--- config.mk ---
export PLATFORM = sky130hd
export DESIGN_NAME = mjd_to_gregorian_date_flat
export DESIGN_NICKNAME = d
export VERILOG_FILES = /design/src/rtl/mjdg_pkg.sv /design/src/rtl/mjdg_mjd_if.sv /design/src/rtl/mjdg_date_if.sv /design/src/rtl/mjd_to_gregorian_date.sv /design/src/rtl/mjdg_march_date.sv /design/src/flat_wrapper.sv
export SDC_FILE = /design/constraint.sdc
export NUM_CORES = 2
export LEC_CHECK = 0
export BUFFER_PORTS_ARGS = -buffer_cell sky130_fd_sc_hd__buf_2
export CORE_MARGIN = 5
export CORE_UTILIZATION = 55
export DETAILED_ROUTE_END_ITERATION = 8
export PLACE_DENSITY = 0.82
export SYNTH_ARGS = -nofsm -noshare
export SYNTH_HDL_FRONTEND = slang
export SYNTH_SLANG_ARGS = --single-unit
--- constraint.sdc ---
create_clock -name clk -period 6.3 [get_ports clk]
set_input_delay 0.63 -clock clk [delete_from_list [all_inputs] [get_ports clk]]
set_output_delay 0.63 -clock clk [all_outputs]
set_load 0.01 [all_outputs]
--- src/rtl/mjdg_pkg.sv ---
// Shared constants, tables and types for the MJD to Gregorian date converter.
`timescale 1ns / 1ps
`default_nettype none

package mjdg_pkg;

    localparam int MJD_W   = 32;
    localparam int YEAR_W  = 24;
    localparam int MONTH_W = 4;
    localparam int DOM_W   = 5;
    localparam int DOY_W   = 9;

    localparam longint DAYS_400Y   = 146097;
    localparam longint DAYS_CENT   = 36524;
    localparam longint DAYS_4Y     = 1461;
    localparam longint DAYS_YEAR   = 365;
    localparam longint MJD_MAR_2000 = 51604;
    localparam longint MAR_TO_JAN  = 306;
    localparam longint JAN_FEB_COMMON = 31 + 28;
    localparam longint JAN_FEB_LEAP   = 31 + 29;

    // Bias in whole 400-year cycles that makes every shifted day count non-negative.
    localparam longint CYC_BIAS   = 14700;
    localparam longint CYC_OFFSET = CYC_BIAS * DAYS_400Y - MJD_MAR_2000;
    localparam longint YEAR_BASE  = 2000 - CYC_BIAS * 400;

    localparam int E_W    = 33;
    localparam int Q_W    = 15;
    localparam int R_W    = 19;
    localparam int DAY_W  = 18;
    localparam int DAY2_W = 16;
    localparam int G_W    = 5;
    localparam int YR_W   = 9;
    localparam int DMAR_W = 9;

    // Estimate of the cycle count from the top bits of the biased day count.
    localparam int RECIP1_SHIFT = 48;
    localparam int E_DROP       = 8;
    localparam int RECIP1_W     = 31;
    localparam logic [RECIP1_W-1:0] RECIP_400Y =
        RECIP1_W'((64'd1 << RECIP1_SHIFT) / 64'(DAYS_400Y));

    // Exact quotient by 1461 for values below one century.
    localparam int RECIP2_SHIFT = 26;
    localparam logic [15:0] RECIP_4Y =
        16'(((64'd1 << RECIP2_SHIFT) + 64'(DAYS_4Y) - 64'd1) / 64'(DAYS_4Y));

    localparam int NUM_MONTHS = 12;
    localparam logic [DMAR_W-1:0] MAR_MONTH_START [NUM_MONTHS] = '{
        9'd0, 9'd31, 9'd61, 9'd92, 9'd122, 9'd153,
        9'd184, 9'd214, 9'd245, 9'd275, 9'd306, 9'd337
    };

    typedef struct packed {
        logic [MONTH_W-1:0] month;
        logic [DOM_W-1:0]   day_of_month;
        logic [DOY_W-1:0]   day_of_year;
        logic               year_inc;
    } date_t;

endpackage

`default_nettype wire

--- src/rtl/mjdg_mjd_if.sv ---
// Channel carrying one Modified Julian Day number per item.
`timescale 1ns / 1ps
`default_nettype none

interface mjdg_mjd_if;
    logic                                    valid;
    logic                                    ready;
    logic signed [mjdg_pkg::MJD_W-1:0]       mjd;

    modport source (output valid, output mjd, input ready);
    modport sink   (input valid, input mjd, output ready);
endinterface

`default_nettype wire

--- src/rtl/mjdg_date_if.sv ---
// Channel carrying one Gregorian calendar date per item.
`timescale 1ns / 1ps
`default_nettype none

interface mjdg_date_if;
    logic                                    valid;
    logic                                    ready;
    logic signed [mjdg_pkg::YEAR_W-1:0]      year;
    logic        [mjdg_pkg::MONTH_W-1:0]     month;
    logic        [mjdg_pkg::DOM_W-1:0]       day_of_month;
    logic        [mjdg_pkg::DOY_W-1:0]       day_of_year;

    modport source (output valid, output year, output month, output day_of_month,
                     output day_of_year, input ready);
    modport sink   (input valid, input year, input month, input day_of_month,
                     input day_of_year, output ready);
endinterface

`default_nettype wire

--- src/rtl/mjd_to_gregorian_date.sv ---
// Top level: pipelined Modified Julian Day to proleptic Gregorian date converter.
//
//   channel     dir   payload                                   role
//   mjd_item    in    mjd (s32)                                 day number
//   date_item   out   year (s24), month, day_of_month,          calendar date
//                     day_of_year
//
// Eight register stages, one item per cycle sustained while date_item is ready.
// The longest stage is the 25 x 31 bit reciprocal multiply that estimates the
// 400-year cycle count. Each stage has its own valid bit and holds only while
// the stage after it is full and stalled, so bubbles close up under back-pressure.
// Reset clears the valid bits only.
`timescale 1ns / 1ps
`default_nettype none

module mjd_to_gregorian_date (
    input  wire logic   clk,
    input  wire logic   rst_n,
    mjdg_mjd_if.sink    mjd_item,
    mjdg_date_if.source date_item
);

    localparam int NST = 8;

    logic [NST-1:0] vld_reg;
    logic [NST-1:0] adv;

    // stage registers
    logic [mjdg_pkg::E_W-1:0]          e1_reg, e2_reg;
    logic [mjdg_pkg::Q_W-1:0]          qest2_reg, qest3_reg, q4_reg;
    logic [mjdg_pkg::R_W-1:0]          r3_reg;
    logic [mjdg_pkg::DAY_W-1:0]        day4_reg;
    logic [mjdg_pkg::DAY2_W-1:0]       day2_5_reg, day2_6_reg;
    logic [1:0]                        c5_reg, c6_reg;
    logic                              lastc5_reg, lastc6_reg;
    logic [mjdg_pkg::YEAR_W-1:0]       yb5_reg, yb6_reg, yb7_reg;
    logic [mjdg_pkg::G_W-1:0]          g6_reg;
    logic [mjdg_pkg::YR_W-1:0]         yr7_reg;
    logic [mjdg_pkg::DMAR_W-1:0]       dmar7_reg;
    logic [mjdg_pkg::YEAR_W-1:0]       year8_reg;
    mjdg_pkg::date_t                   date8_reg;

    // next values
    logic [mjdg_pkg::E_W-1:0]          e1_next;
    logic [55:0]                       prod2;
    logic [mjdg_pkg::Q_W-1:0]          qest2_next;
    logic [mjdg_pkg::E_W-1:0]          qm3;
    logic [mjdg_pkg::E_W-1:0]          rfull3;
    logic [mjdg_pkg::R_W-1:0]          r3_next;
    logic [mjdg_pkg::Q_W-1:0]          q4_next;
    logic [mjdg_pkg::DAY_W-1:0]        day4_next;
    logic [1:0]                        c5_next;
    logic                              lastc5_next;
    logic [mjdg_pkg::DAY_W-1:0]        day2full5;
    logic [mjdg_pkg::DAY2_W-1:0]       day2_5_next;
    logic [mjdg_pkg::YEAR_W-1:0]       yb5_next;
    logic [31:0]                       prod6;
    logic [mjdg_pkg::G_W-1:0]          g6_next;
    logic [mjdg_pkg::DAY2_W-1:0]       day3full7;
    logic [10:0]                       day3_7;
    logic [1:0]                        y7;
    logic                              lastg7;
    logic [mjdg_pkg::YR_W-1:0]         yr7_next;
    logic [mjdg_pkg::DMAR_W-1:0]       dmar7_next;
    mjdg_pkg::date_t                   date8_next;
    logic [mjdg_pkg::YEAR_W-1:0]       year8_next;

    always_comb
    begin
        adv[NST-1] = !vld_reg[NST-1] || date_item.ready;
        for (int i = NST - 2; i >= 0; i--)
        begin
            adv[i] = !vld_reg[i] || adv[i+1];
        end
    end

    assign mjd_item.ready = adv[0];

    always_ff @(posedge clk or negedge rst_n)
    begin
        if (!rst_n)
        begin
            vld_reg <= '0;
        end
        else
        begin
            if (adv[0])
            begin
                vld_reg[0] <= mjd_item.valid;
            end
            for (int i = 1; i < NST; i++)
            begin
                if (adv[i])
                begin
                    vld_reg[i] <= vld_reg[i-1];
                end
            end
        end
    end

    // stage 1: bias the day count so it is never negative
    assign e1_next = {mjd_item.mjd[mjdg_pkg::MJD_W-1], mjd_item.mjd}
                     + mjdg_pkg::E_W'(mjdg_pkg::CYC_OFFSET);

    // stage 2: reciprocal estimate of the cycle count, low by at most two
    assign prod2      = 56'(e1_reg[mjdg_pkg::E_W-1:mjdg_pkg::E_DROP])
                        * 56'(mjdg_pkg::RECIP_400Y);
    assign qest2_next = prod2[mjdg_pkg::RECIP1_SHIFT - mjdg_pkg::E_DROP
                              + mjdg_pkg::Q_W - 1 :
                              mjdg_pkg::RECIP1_SHIFT - mjdg_pkg::E_DROP];

    // stage 3: remainder of the estimate
    assign qm3     = mjdg_pkg::E_W'(qest2_reg) * mjdg_pkg::E_W'(mjdg_pkg::DAYS_400Y);
    assign rfull3  = e2_reg - qm3;
    assign r3_next = rfull3[mjdg_pkg::R_W-1:0];

    // stage 4: fix up quotient and remainder
    always_comb
    begin
        priority if (r3_reg >= mjdg_pkg::R_W'(2 * mjdg_pkg::DAYS_400Y))
        begin
            q4_next   = qest3_reg + 15'd2;
            day4_next = mjdg_pkg::DAY_W'(r3_reg - mjdg_pkg::R_W'(2 * mjdg_pkg::DAYS_400Y));
        end
        else if (r3_reg >= mjdg_pkg::R_W'(mjdg_pkg::DAYS_400Y))
        begin
            q4_next   = qest3_reg + 15'd1;
            day4_next = mjdg_pkg::DAY_W'(r3_reg - mjdg_pkg::R_W'(mjdg_pkg::DAYS_400Y));
        end
        else
        begin
            q4_next   = qest3_reg;
            day4_next = mjdg_pkg::DAY_W'(r3_reg);
        end
    end

    // stage 5: centuries and year base of the cycle
    always_comb
    begin
        priority if (day4_reg >= mjdg_pkg::DAY_W'(3 * mjdg_pkg::DAYS_CENT))
        begin
            c5_next = 2'd3;
        end
        else if (day4_reg >= mjdg_pkg::DAY_W'(2 * mjdg_pkg::DAYS_CENT))
        begin
            c5_next = 2'd2;
        end
        else if (day4_reg >= mjdg_pkg::DAY_W'(mjdg_pkg::DAYS_CENT))
        begin
            c5_next = 2'd1;
        end
        else
        begin
            c5_next = 2'd0;
        end
    end

    assign lastc5_next = (day4_reg == mjdg_pkg::DAY_W'(mjdg_pkg::DAYS_400Y - 1));
    assign day2full5   = day4_reg
                         - mjdg_pkg::DAY_W'(c5_next) * mjdg_pkg::DAY_W'(mjdg_pkg::DAYS_CENT);
    assign day2_5_next = day2full5[mjdg_pkg::DAY2_W-1:0];
    assign yb5_next    = mjdg_pkg::YEAR_W'(mjdg_pkg::YEAR_BASE)
                         + mjdg_pkg::YEAR_W'(q4_reg) * 24'd400;

    // stage 6: 4-year groups
    assign prod6   = 32'(day2_5_reg) * 32'(mjdg_pkg::RECIP_4Y);
    assign g6_next = prod6[mjdg_pkg::RECIP2_SHIFT + mjdg_pkg::G_W - 1 : mjdg_pkg::RECIP2_SHIFT];

    // stage 7: years within the group, March-based day
    assign day3full7 = day2_6_reg
                       - mjdg_pkg::DAY2_W'(g6_reg) * mjdg_pkg::DAY2_W'(mjdg_pkg::DAYS_4Y);
    assign day3_7    = day3full7[10:0];
    assign lastg7    = (day3_7 == 11'(mjdg_pkg::DAYS_4Y - 1));

    always_comb
    begin
        priority if (day3_7 >= 11'(3 * mjdg_pkg::DAYS_YEAR))
        begin
            y7 = 2'd3;
        end
        else if (day3_7 >= 11'(2 * mjdg_pkg::DAYS_YEAR))
        begin
            y7 = 2'd2;
        end
        else if (day3_7 >= 11'(mjdg_pkg::DAYS_YEAR))
        begin
            y7 = 2'd1;
        end
        else
        begin
            y7 = 2'd0;
        end
    end

    always_comb
    begin
        priority if (lastc6_reg)
        begin
            yr7_next   = 9'd399;
            dmar7_next = 9'(mjdg_pkg::DAYS_YEAR);
        end
        else if (lastg7)
        begin
            yr7_next   = 9'(c6_reg) * 9'd100 + 9'({g6_reg, 2'b00}) + 9'd3;
            dmar7_next = 9'(mjdg_pkg::DAYS_YEAR);
        end
        else
        begin
            yr7_next   = 9'(c6_reg) * 9'd100 + 9'({g6_reg, 2'b00}) + 9'(y7);
            dmar7_next = 9'(day3_7 - 11'(y7) * 11'(mjdg_pkg::DAYS_YEAR));
        end
    end

    // stage 8: month table, January rebase, full year
    mjdg_march_date u_march_date (
        .dmar (dmar7_reg),
        .yr   (yr7_reg),
        .date (date8_next)
    );

    assign year8_next = yb7_reg + mjdg_pkg::YEAR_W'(yr7_reg)
                        + mjdg_pkg::YEAR_W'(date8_next.year_inc);

    always_ff @(posedge clk)
    begin
        if (adv[0])
        begin
            e1_reg <= e1_next;
        end
        if (adv[1])
        begin
            e2_reg    <= e1_reg;
            qest2_reg <= qest2_next;
        end
        if (adv[2])
        begin
            qest3_reg <= qest2_reg;
            r3_reg    <= r3_next;
        end
        if (adv[3])
        begin
            q4_reg   <= q4_next;
            day4_reg <= day4_next;
        end
        if (adv[4])
        begin
            c5_reg     <= c5_next;
            lastc5_reg <= lastc5_next;
            day2_5_reg <= day2_5_next;
            yb5_reg    <= yb5_next;
        end
        if (adv[5])
        begin
            c6_reg     <= c5_reg;
            lastc6_reg <= lastc5_reg;
            day2_6_reg <= day2_5_reg;
            yb6_reg    <= yb5_reg;
            g6_reg     <= g6_next;
        end
        if (adv[6])
        begin
            yr7_reg   <= yr7_next;
            dmar7_reg <= dmar7_next;
            yb7_reg   <= yb6_reg;
        end
        if (adv[7])
        begin
            year8_reg <= year8_next;
            date8_reg <= date8_next;
        end
    end

    assign date_item.valid        = vld_reg[NST-1];
    assign date_item.year         = year8_reg;
    assign date_item.month        = date8_reg.month;
    assign date_item.day_of_month = date8_reg.day_of_month;
    assign date_item.day_of_year  = date8_reg.day_of_year;

endmodule

`default_nettype wire

--- src/rtl/mjdg_march_date.sv ---
// March-based day to month, day of month and January-based day of year.
`timescale 1ns / 1ps
`default_nettype none

module mjdg_march_date (
    input  wire logic [mjdg_pkg::DMAR_W-1:0] dmar,
    input  wire logic [mjdg_pkg::YR_W-1:0]   yr,
    output mjdg_pkg::date_t                  date
);

    logic [3:0]                    mi;
    logic [mjdg_pkg::DMAR_W-1:0]   dom_full;
    logic                          common;

    always_comb
    begin
        mi = 4'd0;
        for (int k = 1; k < mjdg_pkg::NUM_MONTHS; k++)
        begin
            if (dmar >= mjdg_pkg::MAR_MONTH_START[k])
            begin
                mi = 4'(k);
            end
        end
    end

    assign dom_full = dmar - mjdg_pkg::MAR_MONTH_START[mi] + 9'd1;
    assign common   = (yr[1:0] != 2'd0) || (yr == 9'd100) || (yr == 9'd200)
                      || (yr == 9'd300);

    always_comb
    begin
        date.day_of_month = dom_full[mjdg_pkg::DOM_W-1:0];
        date.month        = (mi < 4'd10) ? mi + 4'd3 : mi - 4'd9;
        if (dmar >= 9'(mjdg_pkg::MAR_TO_JAN))
        begin
            date.year_inc    = 1'b1;
            date.day_of_year = dmar - 9'(mjdg_pkg::MAR_TO_JAN);
        end
        else
        begin
            date.year_inc    = 1'b0;
            date.day_of_year = dmar + (common ? 9'(mjdg_pkg::JAN_FEB_COMMON)
                                              : 9'(mjdg_pkg::JAN_FEB_LEAP));
        end
    end

endmodule

`default_nettype wire

--- src/flat_wrapper.sv ---
// flat-port wrapper written by rule: the top's interface ports become plain ports
module mjd_to_gregorian_date_flat 
  (clk, rst_n, mjd_item_valid, mjd_item_mjd, mjd_item_ready, date_item_valid, date_item_year, date_item_month, date_item_day_of_month, date_item_day_of_year, date_item_ready);
  mjdg_mjd_if mjd_item_i ();
  mjdg_date_if date_item_i ();
  input  wire logic clk;
  input  wire logic rst_n;
  input wire logic [$bits(mjd_item_i.valid)-1:0] mjd_item_valid;
  input wire logic [$bits(mjd_item_i.mjd)-1:0] mjd_item_mjd;
  output wire logic [$bits(mjd_item_i.ready)-1:0] mjd_item_ready;
  output wire logic [$bits(date_item_i.valid)-1:0] date_item_valid;
  output wire logic [$bits(date_item_i.year)-1:0] date_item_year;
  output wire logic [$bits(date_item_i.month)-1:0] date_item_month;
  output wire logic [$bits(date_item_i.day_of_month)-1:0] date_item_day_of_month;
  output wire logic [$bits(date_item_i.day_of_year)-1:0] date_item_day_of_year;
  input wire logic [$bits(date_item_i.ready)-1:0] date_item_ready;
  assign mjd_item_i.valid = mjd_item_valid;
  assign mjd_item_i.mjd = mjd_item_mjd;
  assign mjd_item_ready = mjd_item_i.ready;
  assign date_item_valid = date_item_i.valid;
  assign date_item_year = date_item_i.year;
  assign date_item_month = date_item_i.month;
  assign date_item_day_of_month = date_item_i.day_of_month;
  assign date_item_day_of_year = date_item_i.day_of_year;
  assign date_item_i.ready = date_item_ready;
  mjd_to_gregorian_date u_core (.clk(clk), .rst_n(rst_n), .mjd_item(mjd_item_i), .date_item(date_item_i));
endmodule
==> metrics.json <==
{
  "grt_pass1_vias": {"value": 26300},
  "floorplan.core_area": {"value": 0.0657, "unit": "mm^2"},
  "avgViaCountPerCell": {"value": 5.41},
  "grt_antenna_before_repair": {"value": 2},
  "first_iter_violations": {"value": 1582},
  "dominantRegCellSynth": {"value": "sky130_fd_sc_hd__edfxtp_1"},
  "cts.clk_slew.worst_paths": {"value": 0.07, "unit": "ns"},
  "tns": {"value": -0.316, "unit": "ns"},
  "grt_overflow_total": {"value": 0},
  "endpoint_kind": {"value": "flop"},
  "route.detailed.drc": {"value": 0},
  "dpl.hpwl": {"value": 69.3, "unit": "mm"},
  "h-tree-depth": {"value": 2},
  "wirelength": {"value": 83.0, "unit": "mm"},
  "synth_area_leaders": {"value": "sky130_fd_sc_hd__fa_1, sky130_fd_sc_hd__edfxtp_1, sky130_fd_sc_hd__ha_1"},
  "vias": {"value": 24500},
  "failing_checks": {"value": "setup timing"},
  "nNetsFinal": {"value": 4782},
  "synth_fp_nets": {"value": 4474},
  "drt-wirelength-per-cell": {"value": 18.3, "unit": "um"},
  "worst_hold_path_type": {"value": "in -> reg"},
  "fp-row-count": {"value": 94},
  "grt_pass1_wl": {"value": 134, "unit": "mm"},
  "max_slew.worst_pin.slew": {"value": 1.05, "unit": "ns"},
  "synth_warn": {"value": 0},
  "critical_path_class": {"value": "reg -> reg"},
  "max_cap_violations": {"value": 0},
  "timing.critical_path.fanout_max": {"value": 4},
  "cts_inserted_buffers": {"value": 35},
  "grt_setup_unrepaired": {"value": "yes"},
  "synth_enable_flop_cells": {"value": 292},
  "die_w": {"value": 267, "unit": "um"},
  "num_io_pins": {"value": 80},
  "setup_viol": {"value": 4},
  "largest_register_ffs": {"value": 33},
  "clkLatencyLatePin": {"value": 0.56, "unit": "ns"},
  "timing.critical_path.arrival": {"value": 6.76, "unit": "ns"},
  "clkSinkCount": {"value": 300},
  "fin_worst_skew": {"value": 0.0280, "unit": "ns"},
  "asyncSetResetFlopFracSynth": {"value": 0.0267},
  "design.die.area": {"value": 0.0715, "unit": "mm^2"},
  "hold_viol_final": {"value": 0},
  "ys_types": {"value": 81},
  "dieHeight": {"value": 267, "unit": "um"},
  "clk_root_buffer_cell": {"value": "sky130_fd_sc_hd__clkbuf_16"},
  "most_common_cell_after_layout_fill_and_taps_aside": {"value": "sky130_fd_sc_hd__inv_1"},
  "count_of_input_and_output_buffers": {"value": 79},
  "grt_start_max_net_pins": {"value": 43},
  "wl_met3": {"value": 4.53, "unit": "mm"},
  "initial_core_util": {"value": 0.554},
  "tritoncts": {"value": "yes"},
  "final_period_minus_worst_setup_slack": {"value": 6.45, "unit": "ns"},
  "synthToLayoutAreaGrowth": {"value": 13.2, "unit": "%"},
  "synth_largest_type_area_fraction": {"value": 0.266},
  "gr-usage-all-layers": {"value": 0.234},
  "synth_area_per_cell": {"value": 10.9, "unit": "um^2"},
  "dpl.cell_count": {"value": 4430},
  "synth-seq-area-share": {"value": 0.246},
  "worstSetupStartpointType": {"value": "flop"},
  "final_cell_mix": {"value": "sky130_fd_sc_hd__inv_1, sky130_fd_sc_hd__ha_1, sky130_fd_sc_hd__fa_1"},
  "post-synth-top-area-cell": {"value": "sky130_fd_sc_hd__fa_1"},
  "met2_routed_length": {"value": 42.8, "unit": "mm"},
  "place_worst_setup_slack": {"value": -0.277, "unit": "ns"},
  "yosys_register_bits": {"value": 300},
  "max_clock_freq": {"value": 0.155, "unit": "GHz"},
  "drive_gt1_frac": {"value": 0.133},
  "detail-route-antenna-nets": {"value": 0},
  "setup_slack": {"value": -0.153, "unit": "ns"},
  "routed.top_layer": {"value": "met4"},
  "cts-root-to-sink-buffers": {"value": 3},
  "report.final.slew_viol_count": {"value": 0},
  "cp_data_required_time": {"value": 6.61, "unit": "ns"},
  "max-slew-margin-rel": {"value": 0.298},
  "count_of_tritonroute_iterations_in_the_first_routing_pass": {"value": 6},
  "layout.cells.non_filler": {"value": 4531},
  "final_min_period_over_clock_period": {"value": 1.02},
  "routabilityCongestion": {"value": 1.02},
  "netlist_area": {"value": 0.0365, "unit": "mm^2"},
  "outcome": {"value": "finished with violations"},
  "synth_cells": {"value": 3333},
  "met1_length": {"value": 32.1, "unit": "mm"}
}
[final timing paths]
| path | cells after the start | endpoint | from | slack, ns |
|---|---|---|---|---|
| max in group asynchronous | 2 | u_core.vld_reg[2]$_DFFE_PN0P_ | rst_n | 5.66 |
| min in group asynchronous | 2 | u_core.vld_reg[0]$_DFFE_PN0P_ | rst_n | 0.45 |
| worst max-delay path | 25 | u_core.qest2_reg[8]$_DFFE_PP_ | u_core.e1_reg[15]$_DFFE_PP_ | -0.15 |
| worst min-delay path | 2 | u_core.vld_reg[0]$_DFFE_PN0P_ | mjd_item_valid | 0.26 |
| worst max register to register | 25 | u_core.qest2_reg[8]$_DFFE_PP_ | u_core.e1_reg[15]$_DFFE_PP_ | -0.15 |
| worst min register to register | 0 | u_core.yb7_reg[19]$_DFFE_PP_ | u_core.yb6_reg[19]$_DFFE_PP_ | 0.42 |
[per-layer routing]
layer	global-route usage	vias to the layer above
met1	0.280	12100
met5	0	-
met2	0.426	772
met3	0.0393	231
li1	-	11400
met4	0.0855	0
[cell type report]
class                           count  area, um^2
Multi-Input combinational cell   2135       24800
Fill cell                        4741       24500
Sequential cell                   300        8970
Inverter                          878        3300
Timing Repair Buffer              291        2030
Tap cell                          864        1080
Clock buffer                       38         887
Clock inverter                     24         201
Antenna cell                        1        2.50
[critical path, stage by stage (launching register included)]
cell and delay, ns:
sky130_fd_sc_hd__edfxtp_1 0.45, sky130_fd_sc_hd__buf_4 0.18, sky130_fd_sc_hd__ha_1 0.30, sky130_fd_sc_hd__inv_1 0.08, sky130_fd_sc_hd__fa_2 0.47, sky130_fd_sc_hd__buf_4 0.17
sky130_fd_sc_hd__fa_1 0.53, sky130_fd_sc_hd__inv_1 0.05, sky130_fd_sc_hd__fa_1 0.51, sky130_fd_sc_hd__inv_1 0.06, sky130_fd_sc_hd__fa_1 0.49, sky130_fd_sc_hd__fa_1 0.45
sky130_fd_sc_hd__fa_1 0.55, sky130_fd_sc_hd__inv_1 0.07, sky130_fd_sc_hd__ha_4 0.26, sky130_fd_sc_hd__a21oi_2 0.15, sky130_fd_sc_hd__o211ai_1 0.11, sky130_fd_sc_hd__o22ai_1 0.12
sky130_fd_sc_hd__o21ai_1 0.11, sky130_fd_sc_hd__o21ai_1 0.18, sky130_fd_sc_hd__a22oi_2 0.13, sky130_fd_sc_hd__buf_4 0.17, sky130_fd_sc_hd__a211oi_4 0.26, sky130_fd_sc_hd__buf_4 0.16
sky130_fd_sc_hd__o21ai_2 0.05, sky130_fd_sc_hd__xor2_1 0.15
[cells in the mapped netlist, types with 3 or more instances]
master / count
sky130_fd_sc_hd__inv_1: 878
sky130_fd_sc_hd__ha_1: 621
sky130_fd_sc_hd__fa_1: 484
sky130_fd_sc_hd__edfxtp_1: 292
sky130_fd_sc_hd__xnor2_1: 152
sky130_fd_sc_hd__nand2_1: 102
sky130_fd_sc_hd__nor2_1: 96
sky130_fd_sc_hd__a21oi_1: 94
sky130_fd_sc_hd__o21ai_0: 75
sky130_fd_sc_hd__xor2_1: 66
sky130_fd_sc_hd__nand3_1: 57
sky130_fd_sc_hd__a21o_1: 41
sky130_fd_sc_hd__nor3_1: 38
sky130_fd_sc_hd__nand2b_1: 25
sky130_fd_sc_hd__nor2b_1: 18
sky130_fd_sc_hd__o21a_1: 18
sky130_fd_sc_hd__o21bai_1: 18
sky130_fd_sc_hd__a211oi_1: 17
sky130_fd_sc_hd__clkbuf_1: 17
sky130_fd_sc_hd__nand4_1: 16
sky130_fd_sc_hd__a31oi_1: 14
sky130_fd_sc_hd__and3_1: 13
sky130_fd_sc_hd__nor4_1: 13
sky130_fd_sc_hd__o31ai_1: 11
sky130_fd_sc_hd__and2_1: 10
sky130_fd_sc_hd__and4_1: 8
sky130_fd_sc_hd__dfrtp_1: 8
sky130_fd_sc_hd__a21boi_0: 7
sky130_fd_sc_hd__o211ai_1: 7
sky130_fd_sc_hd__o31a_1: 7
sky130_fd_sc_hd__or2_2: 7
sky130_fd_sc_hd__or3_1: 7
sky130_fd_sc_hd__o22ai_1: 6
sky130_fd_sc_hd__nor3b_1: 5
sky130_fd_sc_hd__a22oi_1: 4
sky130_fd_sc_hd__a311oi_1: 4
sky130_fd_sc_hd__mux2i_1: 4
sky130_fd_sc_hd__nand3b_1: 4
sky130_fd_sc_hd__o2111ai_1: 4
sky130_fd_sc_hd__o21ba_2: 4
sky130_fd_sc_hd__o221ai_1: 4
sky130_fd_sc_hd__a311o_1: 3
sky130_fd_sc_hd__o311ai_0: 3
[what timing repair did]
action / 4_1_cts / 5_1_grt
gates resized for setup: 71 / 69
buffers inserted: 14 / 23
hold buffers: 1 / 0
hold endpoints to repair: 8 / 0
pin swaps: 70 / 60
endpoints found under the setup margin: 14 / 18
[stage by stage]
stage / utilization / instance area (um^2) / hold slack [ns]
finish: 0.628 / 41300 / 0.256
global route: 0.628 / 41300 / 0.245
CTS: 0.621 / 40800 / 0.234
detailed placement: 0.596 / 39200 / 0.405
global placement: 0.596 / 39200 / 0.401
floorplan: - / 36500 / 0.334
[cell families (layout without fill, tap and decap cells)]
logic type / after synthesis / count (layout) / share of synthesized area
flops: 300 / 300 / 0.246
other cells: 0 / 1 / 0
buf+inv: 898 / 1231 / 0.0925
simple gates: 433 / 433 / 0.0596
xor+xnor: 219 / 219 / 0.0530
mux: 6 / 6 / 0.00178
compound gates: 371 / 371 / 0.0678
fa+ha+maj: 1106 / 1106 / 0.479
Power is left out: the tool's default activity adds up to more than one toggle a clock period on the data nets, which glitch-free logic cannot reach.
